File: config.mk
export PLATFORM = sky130hd
export DESIGN_NAME = header_sync_checksum_deframer_flat
export DESIGN_NICKNAME = d
export VERILOG_FILES = /design/src/hscd_pkg.sv /design/src/hscd_if.sv /design/src/header_sync_checksum_deframer.sv /design/src/hscd_cell.sv /design/src/flat_wrapper.sv
export SDC_FILE = /design/constraint.sdc
export NUM_CORES = 1
export LEC_CHECK = 0
export BUFFER_PORTS_ARGS = -buffer_cell sky130_fd_sc_hd__buf_2
export CAP_MARGIN = 20
export CELL_PAD_IN_SITES_DETAIL_PLACEMENT = 1
export CELL_PAD_IN_SITES_GLOBAL_PLACEMENT = 1
export CORE_ASPECT_RATIO = 1.2
export CORE_UTILIZATION = 55
export DETAILED_ROUTE_END_ITERATION = 8
export GPL_TIMING_DRIVEN = 1
export PLACE_DENSITY_LB_ADDON = 0.1
export RECOVER_POWER = 25
export SLEW_MARGIN = 30
export SYNTH_ARGS = -nofsm -noshare
export SYNTH_HDL_FRONTEND = slang
export SYNTH_SLANG_ARGS = --single-unit
File: constraint.sdc
create_clock -name clk -period 8.3 [get_ports clk]
set_input_delay 1.66 -clock clk [delete_from_list [all_inputs] [get_ports clk]]
set_output_delay 1.66 -clock clk [all_outputs]
set_load 0.01 [all_outputs]
File: src/hscd_pkg.sv
// shared types and constants of the header sync checksum deframer
`default_nettype none

package hscd_pkg;

    // payload and register widths
    localparam int BYTE_W        = 8;
    localparam int OFFSET_W      = 6;
    localparam int FRAME_LEN_W   = 7;
    localparam int SUM_START_W   = 6;
    localparam int SUM_COUNT_W   = 7;
    localparam int SUM_POS_W     = 6;
    localparam int WINDOW_W      = 8;
    localparam int CFG_IDX_W     = 3;
    localparam int CFG_DATA_W    = 8;
    localparam int MIN_FRAME     = 3;

    // configuration register indexes
    localparam logic [CFG_IDX_W-1:0] CFG_SYNC_FIRST   = 3'd0;
    localparam logic [CFG_IDX_W-1:0] CFG_SYNC_SECOND  = 3'd1;
    localparam logic [CFG_IDX_W-1:0] CFG_FRAME_LENGTH = 3'd2;
    localparam logic [CFG_IDX_W-1:0] CFG_SUM_START    = 3'd3;
    localparam logic [CFG_IDX_W-1:0] CFG_SUM_COUNT    = 3'd4;
    localparam logic [CFG_IDX_W-1:0] CFG_SUM_POSITION = 3'd5;

    // register reset values
    localparam logic [BYTE_W-1:0]      RST_SYNC_FIRST   = 8'hAA;
    localparam logic [BYTE_W-1:0]      RST_SYNC_SECOND  = 8'h55;
    localparam logic [FRAME_LEN_W-1:0] RST_FRAME_LENGTH = 7'd32;
    localparam logic [SUM_START_W-1:0] RST_SUM_START    = 6'd2;
    localparam logic [SUM_COUNT_W-1:0] RST_SUM_COUNT    = 7'd29;
    localparam logic [SUM_POS_W-1:0]   RST_SUM_POSITION = 6'd31;

    // per-cell control
    typedef struct packed {
        logic load;
        logic advance;
    } cell_ctrl_t;

endpackage

`default_nettype wire

File: src/hscd_if.sv
// stream interfaces for received bytes and emitted frame bytes
`default_nettype none

interface hscd_rx_if import hscd_pkg::*; ();
    logic              valid;
    logic              ready;
    logic [BYTE_W-1:0] rx_byte;

    modport source (output valid, output rx_byte, input ready);
    modport sink   (input valid, input rx_byte, output ready);
endinterface

interface hscd_frame_if import hscd_pkg::*; ();
    logic                valid;
    logic                ready;
    logic [BYTE_W-1:0]   frame_byte;
    logic [OFFSET_W-1:0] byte_offset;
    logic                frame_end;

    modport source (output valid, output frame_byte, output byte_offset,
                    output frame_end, input ready);
    modport sink   (input valid, input frame_byte, input byte_offset,
                    input frame_end, output ready);
endinterface

`default_nettype wire

File: src/header_sync_checksum_deframer.sv
// top level: byte buffer chain with header search, checksum check and frame emission
// steps: take a byte, shift once per search step, check the header at the front, rotate
//   the first len cells per checksum attempt (len = frame length clamped to 3..max), then
//   emit the frame byte by byte; a new byte is taken only when idle, once the search,
//   checksum attempts and emission for the last byte end; emission waits on sink stalls
// reset: buffer empty, registers at their defaults, cell contents undefined until loaded
`default_nettype none

module header_sync_checksum_deframer import hscd_pkg::*;
#(
    parameter int MAX_FRAME_BYTES = 64
)
(
    input  wire                  clk,
    input  wire                  rst_n,
    input  wire                  cfg_we,
    input  wire [CFG_IDX_W-1:0]  cfg_index,
    input  wire [CFG_DATA_W-1:0] cfg_data,
    hscd_rx_if.sink              rx_stream,
    hscd_frame_if.source         frame_stream
);

    // count width holds 0..MAX_FRAME_BYTES
    localparam int LEN_W = $clog2(MAX_FRAME_BYTES + 1);

    // sequencer states
    localparam logic [2:0] ST_IDLE  = 3'd0;
    localparam logic [2:0] ST_SCAN  = 3'd1;
    localparam logic [2:0] ST_SUM   = 3'd2;
    localparam logic [2:0] ST_CHECK = 3'd3;
    localparam logic [2:0] ST_EMIT  = 3'd4;

    // configuration registers
    logic [BYTE_W-1:0]      sync_first_reg;
    logic [BYTE_W-1:0]      sync_second_reg;
    logic [FRAME_LEN_W-1:0] frame_length_reg;
    logic [SUM_START_W-1:0] sum_start_reg;
    logic [SUM_COUNT_W-1:0] sum_count_reg;
    logic [SUM_POS_W-1:0]   sum_position_reg;

    // control state
    logic [2:0]        state_reg, state_next;
    logic [LEN_W-1:0]  fill_reg, fill_next;
    logic [LEN_W-1:0]  pos_reg, pos_next;
    logic [BYTE_W-1:0] acc_reg, acc_next;
    logic [BYTE_W-1:0] recv_reg, recv_next;

    // chain controls
    logic              load_en;
    logic              shift_all;
    logic              rotating;
    logic [LEN_W-1:0]  load_pos;
    logic [LEN_W-1:0]  len;
    logic [BYTE_W-1:0] cell_q [MAX_FRAME_BYTES];

    logic rx_xact;
    logic frame_xact;
    logic synced;
    logic in_window;
    logic pos_hit;
    logic last_pos;

    logic [WINDOW_W-1:0] win_start;
    logic [WINDOW_W-1:0] win_end;
    logic [WINDOW_W-1:0] pos_w;

    // configuration writes, expected only while the stream is idle
    always_ff @(posedge clk or negedge rst_n)
    begin
        if (!rst_n)
        begin
            sync_first_reg   <= RST_SYNC_FIRST;
            sync_second_reg  <= RST_SYNC_SECOND;
            frame_length_reg <= RST_FRAME_LENGTH;
            sum_start_reg    <= RST_SUM_START;
            sum_count_reg    <= RST_SUM_COUNT;
            sum_position_reg <= RST_SUM_POSITION;
        end
        else if (cfg_we)
        begin
            unique case (cfg_index)
                CFG_SYNC_FIRST:   sync_first_reg   <= cfg_data;
                CFG_SYNC_SECOND:  sync_second_reg  <= cfg_data;
                CFG_FRAME_LENGTH: frame_length_reg <= cfg_data[FRAME_LEN_W-1:0];
                CFG_SUM_START:    sum_start_reg    <= cfg_data[SUM_START_W-1:0];
                CFG_SUM_COUNT:    sum_count_reg    <= cfg_data[SUM_COUNT_W-1:0];
                CFG_SUM_POSITION: sum_position_reg <= cfg_data[SUM_POS_W-1:0];
                default:
                begin
                end
            endcase
        end
    end

    // frame length clamped to 3..MAX_FRAME_BYTES
    always_comb
    begin
        if (frame_length_reg < FRAME_LEN_W'(MIN_FRAME))
        begin
            len = LEN_W'(MIN_FRAME);
        end
        else if (frame_length_reg > FRAME_LEN_W'(MAX_FRAME_BYTES))
        begin
            len = LEN_W'(MAX_FRAME_BYTES);
        end
        else
        begin
            len = LEN_W'(frame_length_reg);
        end
    end

    // a full buffer is emptied before the new byte goes in
    assign load_pos = (fill_reg == LEN_W'(MAX_FRAME_BYTES)) ? '0 : fill_reg;

    // cell chain: each cell takes its right neighbor; during a checksum pass
    // the first len cells rotate so the frame comes back intact afterward
    for (genvar i = 0; i < MAX_FRAME_BYTES; i++)
    begin : g_cell
        localparam logic [LEN_W-1:0] IDX = LEN_W'(i);

        cell_ctrl_t        ctrl;
        logic [BYTE_W-1:0] neighbor;

        if (i == MAX_FRAME_BYTES - 1)
        begin : g_tail
            assign neighbor = cell_q[0];
        end
        else
        begin : g_body
            assign neighbor = (rotating && (IDX == len - LEN_W'(1))) ?
                              cell_q[0] : cell_q[i + 1];
        end

        assign ctrl.load    = load_en && (IDX == load_pos);
        assign ctrl.advance = shift_all || (rotating && (IDX < len));

        hscd_cell u_cell (
            .clk       (clk),
            .ctrl      (ctrl),
            .load_byte (rx_stream.rx_byte),
            .next_byte (neighbor),
            .held_byte (cell_q[i])
        );
    end

    // handshakes
    assign rx_stream.ready    = (state_reg == ST_IDLE);
    assign rx_xact            = rx_stream.valid && rx_stream.ready;
    assign frame_stream.valid = (state_reg == ST_EMIT);
    assign frame_xact         = frame_stream.valid && frame_stream.ready;

    // header sits at the front
    assign synced = (cell_q[0] == sync_first_reg) && (cell_q[1] == sync_second_reg);

    // checksum window over the byte at the front during rotation
    assign pos_w     = WINDOW_W'(pos_reg);
    assign win_start = WINDOW_W'(sum_start_reg);
    assign win_end   = WINDOW_W'(sum_start_reg) + WINDOW_W'(sum_count_reg);
    assign in_window = (pos_w >= win_start) && (pos_w < win_end);
    assign pos_hit   = (pos_w == WINDOW_W'(sum_position_reg));
    assign last_pos  = (pos_reg == len - LEN_W'(1));

    // output payload straight from the front cell
    assign frame_stream.frame_byte  = cell_q[0];
    assign frame_stream.byte_offset = OFFSET_W'(pos_reg);
    assign frame_stream.frame_end   = last_pos;

    // sequencer
    always_comb
    begin
        state_next = state_reg;
        fill_next  = fill_reg;
        pos_next   = pos_reg;
        acc_next   = acc_reg;
        recv_next  = recv_reg;
        load_en    = 1'b0;
        shift_all  = 1'b0;
        rotating   = 1'b0;

        unique case (state_reg)
            ST_IDLE:
            begin
                if (rx_xact)
                begin
                    load_en   = 1'b1;
                    fill_next = load_pos + LEN_W'(1);
                    // a lone byte stays without a search
                    if (load_pos != '0)
                    begin
                        state_next = ST_SCAN;
                    end
                end
            end
            ST_SCAN:
            begin
                if (synced)
                begin
                    if (fill_reg < len)
                    begin
                        state_next = ST_IDLE;
                    end
                    else
                    begin
                        pos_next   = '0;
                        acc_next   = '0;
                        recv_next  = '0;
                        state_next = ST_SUM;
                    end
                end
                else
                begin
                    shift_all = 1'b1;
                    if (fill_reg == LEN_W'(2))
                    begin
                        // no header anywhere: keep last byte only if it may start one
                        fill_next  = (cell_q[1] == sync_first_reg) ? LEN_W'(1) : '0;
                        state_next = ST_IDLE;
                    end
                    else
                    begin
                        fill_next = fill_reg - LEN_W'(1);
                    end
                end
            end
            ST_SUM:
            begin
                rotating = 1'b1;
                if (in_window)
                begin
                    acc_next = acc_reg + cell_q[0];
                end
                if (pos_hit)
                begin
                    recv_next = cell_q[0];
                end
                pos_next = pos_reg + LEN_W'(1);
                if (last_pos)
                begin
                    state_next = ST_CHECK;
                end
            end
            ST_CHECK:
            begin
                if (acc_reg == recv_reg)
                begin
                    pos_next   = '0;
                    state_next = ST_EMIT;
                end
                else
                begin
                    // bad checksum: drop one byte and search again
                    shift_all  = 1'b1;
                    fill_next  = fill_reg - LEN_W'(1);
                    state_next = ST_SCAN;
                end
            end
            ST_EMIT:
            begin
                if (frame_xact)
                begin
                    shift_all = 1'b1;
                    fill_next = fill_reg - LEN_W'(1);
                    pos_next  = pos_reg + LEN_W'(1);
                    if (last_pos)
                    begin
                        state_next = ST_IDLE;
                    end
                end
            end
            default:
            begin
                state_next = ST_IDLE;
            end
        endcase
    end

    always_ff @(posedge clk or negedge rst_n)
    begin
        if (!rst_n)
        begin
            state_reg <= ST_IDLE;
            fill_reg  <= '0;
            pos_reg   <= '0;
        end
        else
        begin
            state_reg <= state_next;
            fill_reg  <= fill_next;
            pos_reg   <= pos_next;
        end
    end

    // checksum datapath
    always_ff @(posedge clk)
    begin
        acc_reg  <= acc_next;
        recv_reg <= recv_next;
    end

endmodule

`default_nettype wire

File: src/hscd_cell.sv
// one byte cell of the buffer chain
`default_nettype none

module hscd_cell import hscd_pkg::*;
(
    input  wire               clk,
    input  cell_ctrl_t        ctrl,
    input  wire  [BYTE_W-1:0] load_byte,
    input  wire  [BYTE_W-1:0] next_byte,
    output logic [BYTE_W-1:0] held_byte
);

    logic [BYTE_W-1:0] data_reg;
    logic [BYTE_W-1:0] data_next;

    // new byte wins over neighbor transfer
    always_comb
    begin
        data_next = data_reg;
        if (ctrl.load)
        begin
            data_next = load_byte;
        end
        else if (ctrl.advance)
        begin
            data_next = next_byte;
        end
    end

    always_ff @(posedge clk)
    begin
        data_reg <= data_next;
    end

    assign held_byte = data_reg;

endmodule

`default_nettype wire

File: src/flat_wrapper.sv
// flat-port wrapper written by rule: the top's interface ports become plain ports
module header_sync_checksum_deframer_flat import hscd_pkg::*;
#(
    parameter int MAX_FRAME_BYTES = 64
)
  (clk, rst_n, cfg_we, cfg_index, cfg_data, rx_stream_valid, rx_stream_rx_byte, rx_stream_ready, frame_stream_valid, frame_stream_frame_byte, frame_stream_byte_offset, frame_stream_frame_end, frame_stream_ready);
  hscd_rx_if rx_stream_i ();
  hscd_frame_if frame_stream_i ();
  input  wire clk;
  input  wire rst_n;
  input  wire cfg_we;
  input  wire [CFG_IDX_W-1:0] cfg_index;
  input  wire [CFG_DATA_W-1:0] cfg_data;
  input wire logic [$bits(rx_stream_i.valid)-1:0] rx_stream_valid;
  input wire logic [$bits(rx_stream_i.rx_byte)-1:0] rx_stream_rx_byte;
  output wire logic [$bits(rx_stream_i.ready)-1:0] rx_stream_ready;
  output wire logic [$bits(frame_stream_i.valid)-1:0] frame_stream_valid;
  output wire logic [$bits(frame_stream_i.frame_byte)-1:0] frame_stream_frame_byte;
  output wire logic [$bits(frame_stream_i.byte_offset)-1:0] frame_stream_byte_offset;
  output wire logic [$bits(frame_stream_i.frame_end)-1:0] frame_stream_frame_end;
  input wire logic [$bits(frame_stream_i.ready)-1:0] frame_stream_ready;
  assign rx_stream_i.valid = rx_stream_valid;
  assign rx_stream_i.rx_byte = rx_stream_rx_byte;
  assign rx_stream_ready = rx_stream_i.ready;
  assign frame_stream_valid = frame_stream_i.valid;
  assign frame_stream_frame_byte = frame_stream_i.frame_byte;
  assign frame_stream_byte_offset = frame_stream_i.byte_offset;
  assign frame_stream_frame_end = frame_stream_i.frame_end;
  assign frame_stream_i.ready = frame_stream_ready;
  header_sync_checksum_deframer #(.MAX_FRAME_BYTES(MAX_FRAME_BYTES)) u_core (.clk(clk), .rst_n(rst_n), .cfg_we(cfg_we), .cfg_index(cfg_index), .cfg_data(cfg_data), .rx_stream(rx_stream_i), .frame_stream(frame_stream_i));
endmodule
# After elaboration in Yosys (flattened, before gate mapping)
# Cells that the tools add are included.
# Widths: inputs -> output; s select.
[op_classes] n_reduce_logical=343 muxes=229 magnitude_cmp=69 eq_ne=156 n_addsub=6
[ops] operator="$mux 8" n=195
[ops] operator="$eq 6x7->1 const A" n=63
[ops] operator="$eq 5x7->1 const A" n=32
[ops] operator="$lt 6x7->1 const A" n=32
[ops] operator="$logic_and 1x1->1" n=195
[ops] operator="$reduce_bool 2->1" n=65
[ops] operator="$eq 4x7->1 const A" n=16
[ops] operator="$lt 5x7->1 const A" n=16
[ops] operator="$mux 7" n=12
[ops] operator="$logic_or 1x1->1" n=64
[ops] operator="$eq 3x7->1 const A" n=8
[ops] operator="$lt 4x7->1 const A" n=8
[ops] operator="$pmux 7 s4" n=2
[ops] operator="$eq 8x8->1" n=4
[ops] operator="$pmux 8 s2" n=2
[ops] operator="$eq 2x7->1 const A" n=4
[ops] operator="$lt 3x7->1 const A" n=4
[ops] operator="$mux 3" n=8
[ops] operator="$ne 2x2->1 const B" n=8
[ops] operator="$pmux 3 s5" n=1
[ops] operator="$add 7x1->7 const B" n=2
[ops] operator="$eq 1x7->1 const A" n=2
[ops] operator="$logic_not 7->1" n=2
[ops] operator="$lt 1x7->1 const A" n=2
[ops] operator="other kinds (28)" n=56
[word_totals] inputBits=24 elab_cells=878 output_inout_bits=17 register_bits=587

# Logic depth before layout (Yosys ltp)
[depth] ltp_word=9 ltp_mapped=15

# Cells and area by module
# From an unflattened synthesis, not the netlist that was laid out.
[unflattened] hier_cells=2635 area_unflattened_um2=37387.1
[modules_own_cells] module="hscd_cell" area_each_um2=377.9 seq_area_each_um2=240.2 instances=64 cells_each=18
[modules_own_cells] module="header_sync_checksum_deframer" area_each_um2=13203.9 seq_area_each_um2=1980.6 instances=1 cells_each=1483

# Worst setup path after synthesis
# Ideal clock, no wire load.
[synth_timing] kind="register to output" from="register u_core.frame_length_reg[4]" to="output frame_stream_frame_end" setup_slack_ps=3488 t_required_ps=6640 path_stages_with_launch=12 t_arrival_ps=3152 n_path_buf=1 cell_sequence="dfrtp_1 > nor4_2 > a21o_1 > inv_1 > ha_1 > nand4bb_1 > a21oi_1 > nor2_2 > buf_4 > xnor2_1 > nand3_1 > inv_1"
[synth_between] elab_chain_cells=5 word_cells_on_any_way=6
[synth_rtl] item="from (decl)" line_no="header_sync_checksum_deframer.sv:36" text="logic [FRAME_LEN_W-1:0] frame_length_reg;"
[synth_rtl] item="from (signal assigned)" line_no="header_sync_checksum_deframer.sv:84" text="CFG_FRAME_LENGTH: frame_length_reg <= cfg_data[FRAME_LEN_W-1:0];"
[synth_rtl] item="$gt 7x7->1" line_no="header_sync_checksum_deframer.sv:102" text="else if (frame_length_reg > FRAME_LEN_W'(MAX_FRAME_BYTES))"
[synth_rtl] item="$mux 7" line_no="header_sync_checksum_deframer.sv:102"
[synth_rtl] item="$mux 7 (*)" line_no="header_sync_checksum_deframer.sv:98" text="if (frame_length_reg < FRAME_LEN_W'(MIN_FRAME))"
[synth_rtl] item="$sub 7x1->7 (*)" line_no="header_sync_checksum_deframer.sv:161" text="assign last_pos = (pos_reg == len - LEN_W'(1));"
[synth_rtl] item="$eq 7x7->1 (*)" line_no="header_sync_checksum_deframer.sv:161"
[synth_rtl] item="to (decl)" line_no="flat_wrapper.sv:20" text="output wire logic [$bits(frame_stream_i.frame_end)-1:0] frame_stream_frame_end;"
# Every way passes the cells marked *; elsewhere a longest branch is shown, timed or not.

# Worst setup path after layout
[layout_timing] from="register u_core.frame_length_reg[3]" to="output frame_stream_frame_end"
# Same word-level chain as after synthesis.

==> impl_metrics.yaml <==
final_layout:
  regArea_sq_um: 17360
  postLayoutCellArea_sq_um: 35630
  layout-drive-gt1-share: 0.1046
  largest_reg_flops: 512
  areaGrowthSynthToFinish_pct: 7.383
  final_core_util: 0.5980
  nets: 3050
  n_fill_cell: 6343
  multi_input_area_sq_um: 14750
timing:
  setup_violations: 0
  drv_slew: 241
  fin_worst_skew_ns: 0.02716
  max_freq_ghz: 0.1623
  relSlewSlack: -1.227
  hold_viol_final: 0
  hold_slack_ns: 0.5306
  min_period_ns: 6.162
  max_slew.worst_pin.slew_ns: 3.340
  min_period_over_period: 0.7424
  rsz0062_at_grt: "no"
  finalSetupTns_ns: 0
yosys:
  avgSynthCellArea_sq_um: 10.76
  synth.mux.area_fraction: 0.1682
  synth.largest_area_cell: "edfxtp_1"
  synth_compound_area_frac: 0.1098
  synth_nets: 3151
  synth_top_area_frac: 0.4778
  syn_area_sq_um: 33180
  yosysWarnings: 0
  synth_edf_count: 528
  ys_ff_latch: 587
  post_synth_xor_area_fraction: 0.01452
  synth_cell_types: 76
  synth_top_family_by_area: "multiplexers"
  postSynthCellCount: 3083
  synthAdderAreaFrac: 0.01704
  ys_top_cells_by_area: "edfxtp_1, mux2i_1, a21oi_1, nor2_1, dfrtp_1"
  ys_async_sr_fraction: 0.1005
  ys_seq_area_frac: 0.5230
  synth-simple-area-share: 0.1330
  ys.flop_type: "edfxtp_1"
run_status:
  status: "finished with violations"
  violations: "max-capacitance violations, max-slew violations"
setup_path:
  worst_ep_arrival_time_ns: 4.50
  crit_start: "u_core.frame_length_reg[3]"
  crit_end: "frame_stream_frame_end"
  rrSetupSlack_ns: 3.02
  crit_chain: "nor4_2 > a21o_1 > inv_1 > ha_1 > xnor2_1 > a21oi_1 > nor2_1 > a2111oi_0 > nand3_1 > inv_1 > buf_2"
  crit_type: "reg -> out"
  r2r_cells: 9
  cpPeakStageDelay_ns: 0.91
  r2r-end: "u_core.g_cell[60].u_cell.held_byte[0]"
  required_ns: 6.64
  cp_max_fo: 21
  crit_top_cell: "inv_1"
  slowest_stage: "nor4_2"
  reg2reg_from: "u_core.frame_length_reg[3]"
  end_kind: "output port"
  critPathLaunchType: "flip-flop"
cts:
  cts_tree: "done"
  clkTransAtPathRegs_ns: 0.06
  htree_levels: 2
  clock_path_buffers: 3
  cts_buffers: 61
  cts_setup_buffers: 0
  cts_resized: 0
  insertion_delay_ns: 0.64
  root_buffer: "clkbuf_16"
  hold_buffers: 0
  cts_sinks: 587
detailed_routing:
  vias: 24990
  drt_wl_total_um: 108800
  ant_nets: 0
  wire_per_inst_um: 28.39
  dr.pass1.iters: 6
  routed_via_density: 6.519
  drtIter0Drc: 2027
  drc: 0
pwr:
  p_leak_nw: 12.20
  finalPower_mw: 12.86
  ir_drop_v: 0.0003040
  clock_power_share: 0.205
  p_comb_frac: 0.336
  p_int_mw: 8.143
  switching_share: 0.3668
  power.density_nw_per_um2: 360.9
  pwr-share-seq: 0.459
  p_switching_mw: 4.718
die:
  core_sq_um: 59590
  start_util: 0.5569
  std_cell_rows: 98
  die_h_um: 271.1
  die_x_um: 226.2
  io_pins: 41
  die_area_sq_um: 61330
global_routing:
  busiest_layer: "met2"
  grt_use_met3: 0.07211
  grt_overflow: 0
  antenna_found_initial: 3
  use_met2: 0.5725
  use_met1: 0.4601
  track_usage: 0.3552
  grt_pass1_vias: 25670
  grt_pass1_wl_um: 162000
  grt_max_degree: 65
place:
  dp_hpwl_um: 68230
  placed_cell_area_sq_um: 33830
  port_buffers: 40
  gp_congestion: 0.9025
worst_hold_path:
  hold_path_class: "reg -> reg"
  min_path_cells: 1
job:
  drv_cap: 8
-- power by group through the flow --
stage | clock, mW | combinational (mW) | sequential (mW)
final | 2.64 | 4.32 | 5.90
after detailed placement | 0 | 4.21 | 5.90
after floorplan | 0 | 2.88 | 5.61
after CTS | 2.66 | 4.25 | 5.89
after global routing | 2.75 | 4.57 | 6.01
after global placement | 0 | 4.00 | 5.86
-- worst min path at each step --
| stage | slack (ns) | end | startpoint |
|---|---|---|---|
| finish | 0.53 | u_core.sum_count_reg[5] | u_core.sum_count_reg[5] |
| global route | 0.55 | u_core.sum_count_reg[5] | u_core.sum_count_reg[5] |
| CTS | 0.53 | u_core.sum_count_reg[5] | u_core.sum_count_reg[5] |
| detailed placement | 0.52 | u_core.sum_count_reg[5] | u_core.sum_count_reg[5] |
| global placement | 0.50 | u_core.sum_count_reg[5] | u_core.sum_count_reg[5] |
| floorplan | 0.49 | u_core.sum_count_reg[5] | u_core.sum_count_reg[5] |
-- Yosys cell counts (7+ instances only) --
library cell	number
nor3_4	31
nand2b_1	15
a31oi_1	15
or2_2	7
mux2i_1	497
xnor2_1	35
nor2_2	10
clkbuf_1	171
mux2_2	54
dfrtp_1	40
a21oi_1	529
edfxtp_1	528
inv_1	30
nand2_1	107
buf_1	46
buf_4	18
nor2b_1	12
nand4_1	16
and2_1	9
nand3_1	53
xor2_1	15
nor2_4	19
nand3_4	7
dfstp_2	19
nor3_1	13
buf_2	11
o21ai_0	53
o211ai_1	18
nor2_1	554
ha_1	42
and3_1	7
a21o_1	9
-- layout make-up --
class / count / share of cell area
diodes: 2 / 0.0001404
well taps: 800 / 0.02809
multi-input cells: 2216 / 0.4139
clock buffers: 77 / 0.04508
repair buffers: 84 / 0.01531
inverters: 32 / 0.003371
clock inverters: 35 / 0.007093
flip-flops and latches: 587 / 0.4870
-- stage by stage --
step / std cells / setup slack (ns)
floorplan: 3083 / 3.488
global placement: 3716 / 2.948
detailed placement: 3718 / 2.832
CTS: 3830 / 2.130
global route: 3831 / 1.782
finish: 3833 / 2.138
-- logic make-up after synthesis --
family / after synthesis
AND/OR/NAND/NOR: 895
AO/OA/AOI/OAI: 674
flip-flops: 587
multiplexers: 551
buffers and inverters: 280
XOR/XNOR: 52
adder cells (fa/ha/maj): 44
-- layer usage --
| metal | wire [um] | share of wire | vias to the layer above |
|---|---|---|---|
| li1 | - | - | 11000 |
| met1 | 43440 | 0.40 | 12620 |
| met2 | 50990 | 0.47 | 1103 |
| met3 | 8844 | 0.081 | 263 |
| met4 | 5515 | 0.051 | 4 |
| met5 | 27 | 0.00025 | - |
-- layout by cell type (no fill, tap or decap), types with 9 or more instances in the layout --
master,count
nand3_1,53
nand2_1,107
edfxtp_1,528
a31oi_1,15
clkbuf_16,61
nand4_1,16
clkinv_1,13
inv_1,30
nand2b_1,14
nor3_4,31
o21ai_0,52
ha_1,42
a21o_1,9
dfstp_2,19
nor3_1,12
clkinv_2,14
a21oi_1,529
dfrtp_1,40
mux2_2,53
xnor2_1,35
mux2i_1,497
nor2b_1,12
clkbuf_1,37
nor2_4,20
o211ai_1,18
buf_4,23
buf_2,28
nor2_1,552
nor2_2,11
xor2_1,15
-- critical path: cells and delay by family (launching register included) --
family                     cells  cell delay (ns)
and+or+nand+nor                3             1.18
AOI/OAI and AO/OA              3             0.84
DFF                            1             0.64
adders and majority gates      1             0.51
buffers and inverters          3             0.42
xor gates and xnor gates       1             0.25
(Power assumes the default switching activity.)
